`src/sv/mmq_pkg.sv`:
```
`timescale 1ns / 1ps
`default_nettype none
// ----------------------------------------------------------------------------
// mmq_pkg
// Shared types and constants of the message match queue.
// ----------------------------------------------------------------------------
package mmq_pkg;

    localparam int DEF_MAX_ENTRIES = 16;
    localparam int DEF_MAX_LENGTH  = 64;

    localparam int PID_W     = 7;
    localparam int OTHER_W   = 8;
    localparam int LEN_W     = 7;
    localparam int PAYLOAD_W = 32;
    localparam int STATUS_W  = 2;

    localparam logic [OTHER_W-1:0] ANY_PID = 8'hFF;

    typedef enum logic [STATUS_W-1:0] {
        ST_OK   = 2'd0,
        ST_BAD  = 2'd1,
        ST_LONG = 2'd2,
        ST_NONE = 2'd3
    } t_status;

    typedef struct packed {
        logic [OTHER_W-1:0]   target;
        logic [PID_W-1:0]     sender;
        logic [LEN_W-1:0]     len;
        logic [PAYLOAD_W-1:0] payload;
    } t_entry;

    // broadcast from the sequencer to every cell
    typedef struct packed {
        logic                 exec;
        logic                 do_send;
        logic                 do_recv;
        logic [OTHER_W-1:0]   other;
        logic [PID_W-1:0]     pid;
        logic [LEN_W-1:0]     len;
        logic [PAYLOAD_W-1:0] payload;
    } t_cmd;

    // passed from one cell to the next, oldest first
    typedef struct packed {
        logic   seen;
        logic   prev_valid;
        t_entry sel;
    } t_link;

endpackage
`default_nettype wire

```
`src/sv/mmq_if.sv`:
```
`timescale 1ns / 1ps
`default_nettype none
// ----------------------------------------------------------------------------
// mmq_req_if / mmq_rsp_if
// Valid/ready channels for requests and results of the message match queue.
// ----------------------------------------------------------------------------
interface mmq_req_if;
    import mmq_pkg::*;

    logic                       valid;
    logic                       ready;
    logic                       mode;
    logic [PID_W-1:0]           current_pid;
    logic signed [OTHER_W-1:0]  other_pid;
    logic [LEN_W-1:0]           length;
    logic [PAYLOAD_W-1:0]       payload;

    modport source (
        output valid, mode, current_pid, other_pid, length, payload,
        input  ready
    );
    modport sink (
        input  valid, mode, current_pid, other_pid, length, payload,
        output ready
    );
endinterface

interface mmq_rsp_if;
    import mmq_pkg::*;

    logic                 valid;
    logic                 ready;
    logic [STATUS_W-1:0]  status;
    logic [PID_W-1:0]     sender_out;
    logic [LEN_W-1:0]     length_out;
    logic [PAYLOAD_W-1:0] payload_out;

    modport source (
        output valid, status, sender_out, length_out, payload_out,
        input  ready
    );
    modport sink (
        input  valid, status, sender_out, length_out, payload_out,
        output ready
    );
endinterface
`default_nettype wire

```
`src/sv/mmq_cell.sv`:
```
`timescale 1ns / 1ps
`default_nettype none
// ----------------------------------------------------------------------------
// mmq_cell
// One queue slot: holds an entry, matches it against a receive, appends on a
// send when it is the first free slot, and loads its right neighbor on removal.
// ----------------------------------------------------------------------------
module mmq_cell (
    input  wire logic            i_clk,
    input  wire logic            i_rst_n,
    input  wire mmq_pkg::t_cmd   i_cmd,
    input  wire mmq_pkg::t_link  i_link,
    input  wire mmq_pkg::t_entry i_next_entry,
    input  wire logic            i_next_valid,
    output      mmq_pkg::t_link  o_link,
    output      mmq_pkg::t_entry o_entry,
    output      logic            o_valid
);
    import mmq_pkg::*;

    logic   r_valid;
    t_entry r_entry;
    logic   match;
    logic   take;
    logic   wr_en;
    logic   sh_en;
    logic [OTHER_W-1:0] me_ext;
    logic [OTHER_W-1:0] snd_ext;

    assign me_ext  = {1'b0, i_cmd.pid};
    assign snd_ext = {1'b0, r_entry.sender};

    assign match = r_valid &&
                   ((r_entry.target == me_ext && snd_ext == i_cmd.other) ||
                    (i_cmd.other == ANY_PID &&
                     (r_entry.target == ANY_PID || r_entry.target == me_ext)));
    assign take  = match && !i_link.seen;

    assign o_link.seen       = i_link.seen | match;
    assign o_link.prev_valid = r_valid;
    assign o_link.sel        = take ? r_entry : i_link.sel;

    assign wr_en = i_cmd.exec && i_cmd.do_send && !r_valid && i_link.prev_valid;
    assign sh_en = i_cmd.exec && i_cmd.do_recv && o_link.seen;

    always_ff @(posedge i_clk) begin
        if (!i_rst_n) begin
            r_valid <= 1'b0;
        end else if (wr_en) begin
            r_valid <= 1'b1;
        end else if (sh_en) begin
            r_valid <= i_next_valid;
        end
    end

    always_ff @(posedge i_clk) begin
        if (wr_en) begin
            r_entry.target  <= i_cmd.other;
            r_entry.sender  <= i_cmd.pid;
            r_entry.len     <= i_cmd.len;
            r_entry.payload <= i_cmd.payload;
        end else if (sh_en) begin
            r_entry <= i_next_entry;
        end
    end

    assign o_entry = r_entry;
    assign o_valid = r_valid;

endmodule
`default_nettype wire

```
`src/sv/message_match_queue.sv`:
```
`timescale 1ns / 1ps
`default_nettype none
// ----------------------------------------------------------------------------
// message_match_queue
// Mailbox of pending messages in arrival order, built as a row of slot cells.
// ----------------------------------------------------------------------------
// A request is first captured; then, once the output register is free or
// being taken, every cell compares its entry at once, the first match ripples
// down the row of MAX_ENTRIES cells, and the matched cell and those behind it
// load from their right neighbor. The result sits in an output register until
// it is taken; the next request is accepted once the result is registered.
// Sends append to the first free cell; status 1 flags a bad length or a full
// queue, 2 a removed message too long for the receiver, 3 no matching message.
// ----------------------------------------------------------------------------
module message_match_queue #(
    parameter int MAX_ENTRIES = mmq_pkg::DEF_MAX_ENTRIES,
    parameter int MAX_LENGTH  = mmq_pkg::DEF_MAX_LENGTH
) (
    input  wire logic i_clk,
    input  wire logic i_rst_n,
    mmq_req_if.sink   i_req,
    mmq_rsp_if.source o_rsp
);
    import mmq_pkg::*;

    localparam logic [LEN_W-1:0] MaxLen = LEN_W'(MAX_LENGTH);

    typedef enum logic {S_IDLE, S_EXEC} t_state;

    t_state                r_state;
    logic                  r_mode;
    logic [PID_W-1:0]      r_pid;
    logic [OTHER_W-1:0]    r_other;
    logic [LEN_W-1:0]      r_len;
    logic [PAYLOAD_W-1:0]  r_payload;
    logic                  r_out_valid;
    t_status               r_status;
    logic [PID_W-1:0]      r_sender_out;
    logic [LEN_W-1:0]      r_length_out;
    logic [PAYLOAD_W-1:0]  r_payload_out;

    t_cmd   cmd;
    t_link  link [0:MAX_ENTRIES];
    t_entry ent  [0:MAX_ENTRIES];
    logic   vld  [0:MAX_ENTRIES];
    logic   exec;
    logic   bad;
    logic   full;
    logic   hit;
    t_entry hit_ent;

    assign exec    = (r_state == S_EXEC) && (!r_out_valid || o_rsp.ready);
    assign bad     = r_len > MaxLen;
    assign full    = link[MAX_ENTRIES].prev_valid;
    assign hit     = link[MAX_ENTRIES].seen;
    assign hit_ent = link[MAX_ENTRIES].sel;

    assign cmd.exec    = exec;
    assign cmd.do_send = !r_mode && !bad && !full;
    assign cmd.do_recv = r_mode && !bad;
    assign cmd.other   = r_other;
    assign cmd.pid     = r_pid;
    assign cmd.len     = r_len;
    assign cmd.payload = r_payload;

    assign link[0].seen       = 1'b0;
    assign link[0].prev_valid = 1'b1;
    assign link[0].sel        = '0;
    assign ent[MAX_ENTRIES]   = '0;
    assign vld[MAX_ENTRIES]   = 1'b0;

    for (genvar g = 0; g < MAX_ENTRIES; g++) begin : g_cell
        mmq_cell u_cell (
            .i_clk        (i_clk),
            .i_rst_n      (i_rst_n),
            .i_cmd        (cmd),
            .i_link       (link[g]),
            .i_next_entry (ent[g+1]),
            .i_next_valid (vld[g+1]),
            .o_link       (link[g+1]),
            .o_entry      (ent[g]),
            .o_valid      (vld[g])
        );
    end

    always_ff @(posedge i_clk) begin
        if (!i_rst_n) begin
            r_state     <= S_IDLE;
            r_out_valid <= 1'b0;
        end else begin
            case (r_state)
                S_IDLE: begin
                    if (i_req.valid) begin
                        r_state <= S_EXEC;
                    end
                end
                S_EXEC: begin
                    if (exec) begin
                        r_state <= S_IDLE;
                    end
                end
                default: r_state <= S_IDLE;
            endcase
            if (exec) begin
                r_out_valid <= 1'b1;
            end else if (o_rsp.ready) begin
                r_out_valid <= 1'b0;
            end
        end
    end

    always_ff @(posedge i_clk) begin
        if (r_state == S_IDLE && i_req.valid) begin
            r_mode    <= i_req.mode;
            r_pid     <= i_req.current_pid;
            r_other   <= i_req.other_pid;
            r_len     <= i_req.length;
            r_payload <= i_req.payload;
        end
        if (exec) begin
            r_sender_out  <= '0;
            r_length_out  <= '0;
            r_payload_out <= '0;
            if (bad || (!r_mode && full)) begin
                r_status <= ST_BAD;
            end else if (!r_mode) begin
                r_status <= ST_OK;
            end else if (!hit) begin
                r_status <= ST_NONE;
            end else if (hit_ent.len > r_len) begin
                r_status <= ST_LONG;
            end else begin
                r_status      <= ST_OK;
                r_sender_out  <= hit_ent.sender;
                r_length_out  <= hit_ent.len;
                r_payload_out <= hit_ent.payload;
            end
        end
    end

    assign i_req.ready       = (r_state == S_IDLE);
    assign o_rsp.valid       = r_out_valid;
    assign o_rsp.status      = r_status;
    assign o_rsp.sender_out  = r_sender_out;
    assign o_rsp.length_out  = r_length_out;
    assign o_rsp.payload_out = r_payload_out;

endmodule
`default_nettype wire
```
`src/flat_wrapper.sv`:
```
// flat-port wrapper written by rule: the top's interface ports become plain ports
module message_match_queue_flat import mmq_pkg::*;
#(
    parameter int MAX_ENTRIES = mmq_pkg::DEF_MAX_ENTRIES,
    parameter int MAX_LENGTH  = mmq_pkg::DEF_MAX_LENGTH
)
  (i_clk, i_rst_n, i_req_valid, i_req_mode, i_req_current_pid, i_req_other_pid, i_req_length, i_req_payload, i_req_ready, o_rsp_valid, o_rsp_status, o_rsp_sender_out, o_rsp_length_out, o_rsp_payload_out, o_rsp_ready);
  mmq_req_if i_req_i ();
  mmq_rsp_if o_rsp_i ();
  input  wire logic i_clk;
  input  wire logic i_rst_n;
  input wire logic [$bits(i_req_i.valid)-1:0] i_req_valid;
  input wire logic [$bits(i_req_i.mode)-1:0] i_req_mode;
  input wire logic [$bits(i_req_i.current_pid)-1:0] i_req_current_pid;
  input wire logic [$bits(i_req_i.other_pid)-1:0] i_req_other_pid;
  input wire logic [$bits(i_req_i.length)-1:0] i_req_length;
  input wire logic [$bits(i_req_i.payload)-1:0] i_req_payload;
  output wire logic [$bits(i_req_i.ready)-1:0] i_req_ready;
  output wire logic [$bits(o_rsp_i.valid)-1:0] o_rsp_valid;
  output wire logic [$bits(o_rsp_i.status)-1:0] o_rsp_status;
  output wire logic [$bits(o_rsp_i.sender_out)-1:0] o_rsp_sender_out;
  output wire logic [$bits(o_rsp_i.length_out)-1:0] o_rsp_length_out;
  output wire logic [$bits(o_rsp_i.payload_out)-1:0] o_rsp_payload_out;
  input wire logic [$bits(o_rsp_i.ready)-1:0] o_rsp_ready;
  assign i_req_i.valid = i_req_valid;
  assign i_req_i.mode = i_req_mode;
  assign i_req_i.current_pid = i_req_current_pid;
  assign i_req_i.other_pid = i_req_other_pid;
  assign i_req_i.length = i_req_length;
  assign i_req_i.payload = i_req_payload;
  assign i_req_ready = i_req_i.ready;
  assign o_rsp_valid = o_rsp_i.valid;
  assign o_rsp_status = o_rsp_i.status;
  assign o_rsp_sender_out = o_rsp_i.sender_out;
  assign o_rsp_length_out = o_rsp_i.length_out;
  assign o_rsp_payload_out = o_rsp_i.payload_out;
  assign o_rsp_i.ready = o_rsp_ready;
  message_match_queue #(.MAX_ENTRIES(MAX_ENTRIES), .MAX_LENGTH(MAX_LENGTH)) u_core (.i_clk(i_clk), .i_rst_n(i_rst_n), .i_req(i_req_i), .o_rsp(o_rsp_i));
endmodule
```
`config.mk`:
```
export PLATFORM = sky130hd
export DESIGN_NAME = message_match_queue_flat
export DESIGN_NICKNAME = d
export VERILOG_FILES = /design/src/sv/mmq_pkg.sv /design/src/sv/mmq_if.sv /design/src/sv/mmq_cell.sv /design/src/sv/message_match_queue.sv /design/src/flat_wrapper.sv
export SDC_FILE = /design/constraint.sdc
export NUM_CORES = 2
export LEC_CHECK = 0
export BUFFER_PORTS_ARGS = -buffer_cell sky130_fd_sc_hd__buf_2
export CORE_UTILIZATION = 35
export DETAILED_ROUTE_END_ITERATION = 7
export PLACE_DENSITY = 0.48
export SYNTH_ARGS = -nofsm -noshare
export SYNTH_HDL_FRONTEND = slang
export SYNTH_HIERARCHICAL = 1
export SYNTH_SLANG_ARGS = --single-unit
```
`constraint.sdc`:
```
create_clock -name i_clk -period 8.83 [get_ports i_clk]
set_input_delay 0.883 -clock i_clk [delete_from_list [all_inputs] [get_ports i_clk]]
set_output_delay 0.883 -clock i_clk [all_outputs]
set_load 0.1 [all_outputs]
```
==> run summary <==
Outcome - complete, no violations
Total CTS buffers - 118
Core Region - 161000 sq um
Layout Area Growth over Synthesis - 11.6%
Clock-pin transition on the worst setup and hold timing paths - 0.06 ns
Final setup TNS - 0 ns
Syn_area_per_cell - 16.3 sq um
Resized cells post-CTS - 0
Top delay family on crit path - multiplexers
Placed Cells incl. Taps - 5792
P_leak - 24.3 nW
H-tree levels - 3
VDD IR-drop max - 0.152 mV
Final setup fails - 0
CP startpoint kind - flip-flop
Finished Layout Cells - 6013
Worst path bufs/invs - 2
Fmax - 124 MHz
Worst reg2reg path startpoint - u_core/r_other[4]$_DFFE_PP_
Vias in the first global route - 32984
Largest net degree at the start of global routing - 57
Crit Path Category - flip-flop to flip-flop
Post-CTS Hold Fix Bufs - 0
Clock Latency Late Sink - 0.75 ns
DRT Wirelength - 159 mm
Final Cycle Share - 91.2%
Total Nets Final - 3818
GPL Wtd Cong - 0.781
Post-Synthesis Cells - 3514
Slew Limit Fails - 0
CTS tree - done
Fillers - 15013
Slowest stage delay, CP - 0.48 ns
Cell Pwr Density - 170 nW/um^2
# port buffers - 108
Starting Density - 35.4%
Post-CTS setup buffers - 0
WL per Instance - 26.4 um
Max-Cap Viols - 0
Clock Skews - 0.0295 ns
Die ar. - 165000 sq um
DRC Markers - 0
Row count - 147
First-pass DRT Iterations - 6
Clock Tree Buf Depth - 3
Initial antenna violation count - 11
CP Capture Type - flip-flop
Yosys warns - 6
Clock sinks - 985
Most common cell on crit path - mux2_4
Initial drt markers - 2059
Die width - 406 um
Hold Vio Cnt, Final - 0
Root buf cell - clkbuf_16
Hold Startpoint - i_req_payload[25]
Share of layout cells above drive strength 1 - 53.6%
Routed vias/inst - 5.17
Global Route Usage Sum - 19.2%
GRT Residual Overflow - 0
Mapped Area - 57200 sq um
Setup crit start - u_core/r_other[4]$_DFFE_PP_
First-pass GRT wire length - 234 mm
Post-DP HPWL - 99.9 mm
Worst path arrival time - 8.51 ns
Antenna-violating nets left - 0
Slew headroom - 25.8%
Ports - 109
Critical-path top delay cell - edfxtp_1
RSZ-0062 raised after global routing - false
Die H - 406 um
Final Critical Period - 8.06 ns
Worst Tran Pin Value - 1.11 ns
Worst EP required - 9.29 ns
Worst min-delay path category - primary input to flip-flop
Via count - 31065
Worst-path fanout max - 30
Reg2reg setup slack - 0.77 ns
worst reg2reg max path, cell delays in order, from the launching register on:
cell and delay [ns]:
edfxtp_1 0.48, buf_4 0.49, nand4_1 0.15, nor2_1 0.31, a22o_1 0.30, o2111ai_4 0.44
mux2_4 0.47, mux2_4 0.26, mux2_4 0.25, mux2_4 0.26, mux2_4 0.25, mux2_4 0.25
mux2_4 0.27, mux2_4 0.26, mux2_4 0.25, mux2_4 0.26, mux2_4 0.26, mux2_4 0.26
mux2_4 0.25, mux2_4 0.25, mux2_4 0.27, ha_1 0.32, nand4_1 0.17, a21oi_1 0.21
o22a_4 0.44, buf_12 0.26, nor3b_2 0.12
cell type report:
class / count / area, sq um / area share (%)
antenna: 1 / 2.50 / 0.00392
timing repair buffer: 216 / 1380 / 2.16
tap: 2160 / 2700 / 4.24
multi-input combinational: 2406 / 26600 / 41.7
sequential: 985 / 29400 / 46.1
clock buffer: 149 / 3090 / 4.85
clock inverter: 71 / 533 / 0.836
inverter: 25 / 93.8 / 0.147
path summary, 6_finish.rpt:
path,to,cells after the start
worst max-delay path,u_core/o_rsp.payload_out[22]$_SDFFCE_PP0P_,26
worst min-delay path,u_core/r_payload[25]$_DFFE_PP_,1
worst max register to register,u_core/o_rsp.payload_out[22]$_SDFFCE_PP0P_,26
worst min register to register,u_core/o_rsp.valid$_SDFFE_PN0P_,2
power breakdown:
part | leakage, nW | switching [mW] | internal [mW]
combinational | 13.6 | 0.451 | 0.379
sequential | 8.97 | 0.120 | 5.21
clock | 1.77 | 2.05 | 2.64
cells in the final DEF, fill, tap and decap left out, drive strengths merged, types with 7 or more instances in the layout:
cell        n
edfxtp    967
dfxtp      18
nor2       49
o21ai      50
a22o       16
buf       216
o21a       17
nand2      50
clkinv     60
nor3b      45
a21o       16
nand4b     16
ha          7
xor2      128
o2111ai    16
xnor2      96
clkbuf    149
inv        28
a31oi      16
a41o       16
nand4      81
mux2     1600
nand3      17
conb      105
nor4       48
per-layer routing:
layer	up-vias	global-route usage (%)	wire [um]	share of wire (%)
li1	14178	-	-	-
met1	16100	27.9	77400	49
met2	623	30.5	72500	46
met3	164	2.28	5980	3.8
met4	0	4.28	2620	1.7
met5	-	0	0	0
sequential cells by signal (all words and copies together), names as in the netlist:
name and count:
u_core/g_cell.u_cell/o_entry 864, u_core/g_cell.u_cell/o_valid 16, u_core/o_rsp.length_out 7, u_core/o_rsp.payload_out 32, u_core/o_rsp.sender_out 7, u_core/o_rsp.status 2
u_core/o_rsp.valid 1, u_core/r_len 7, u_core/r_mode 1, u_core/r_other 8, u_core/r_payload 32, u_core/r_pid 7
u_core/r_state 1
stage by stage:
stage	instance area [sq um]	hold WS (ns)	setup WS, ns	util (%)	power [mW]
floorplan	57600	0.510	0.915	-	5.99
global placement	60200	0.515	0.809	37.3	6.26
detailed placement	60200	0.525	0.868	37.3	6.25
CTS	63800	0.237	0.805	39.5	11.0
global route	63800	0.269	0.512	39.5	11.3
finish	63800	0.310	0.775	39.5	10.8
Note: power is estimated with default switching activity, not from simulation.
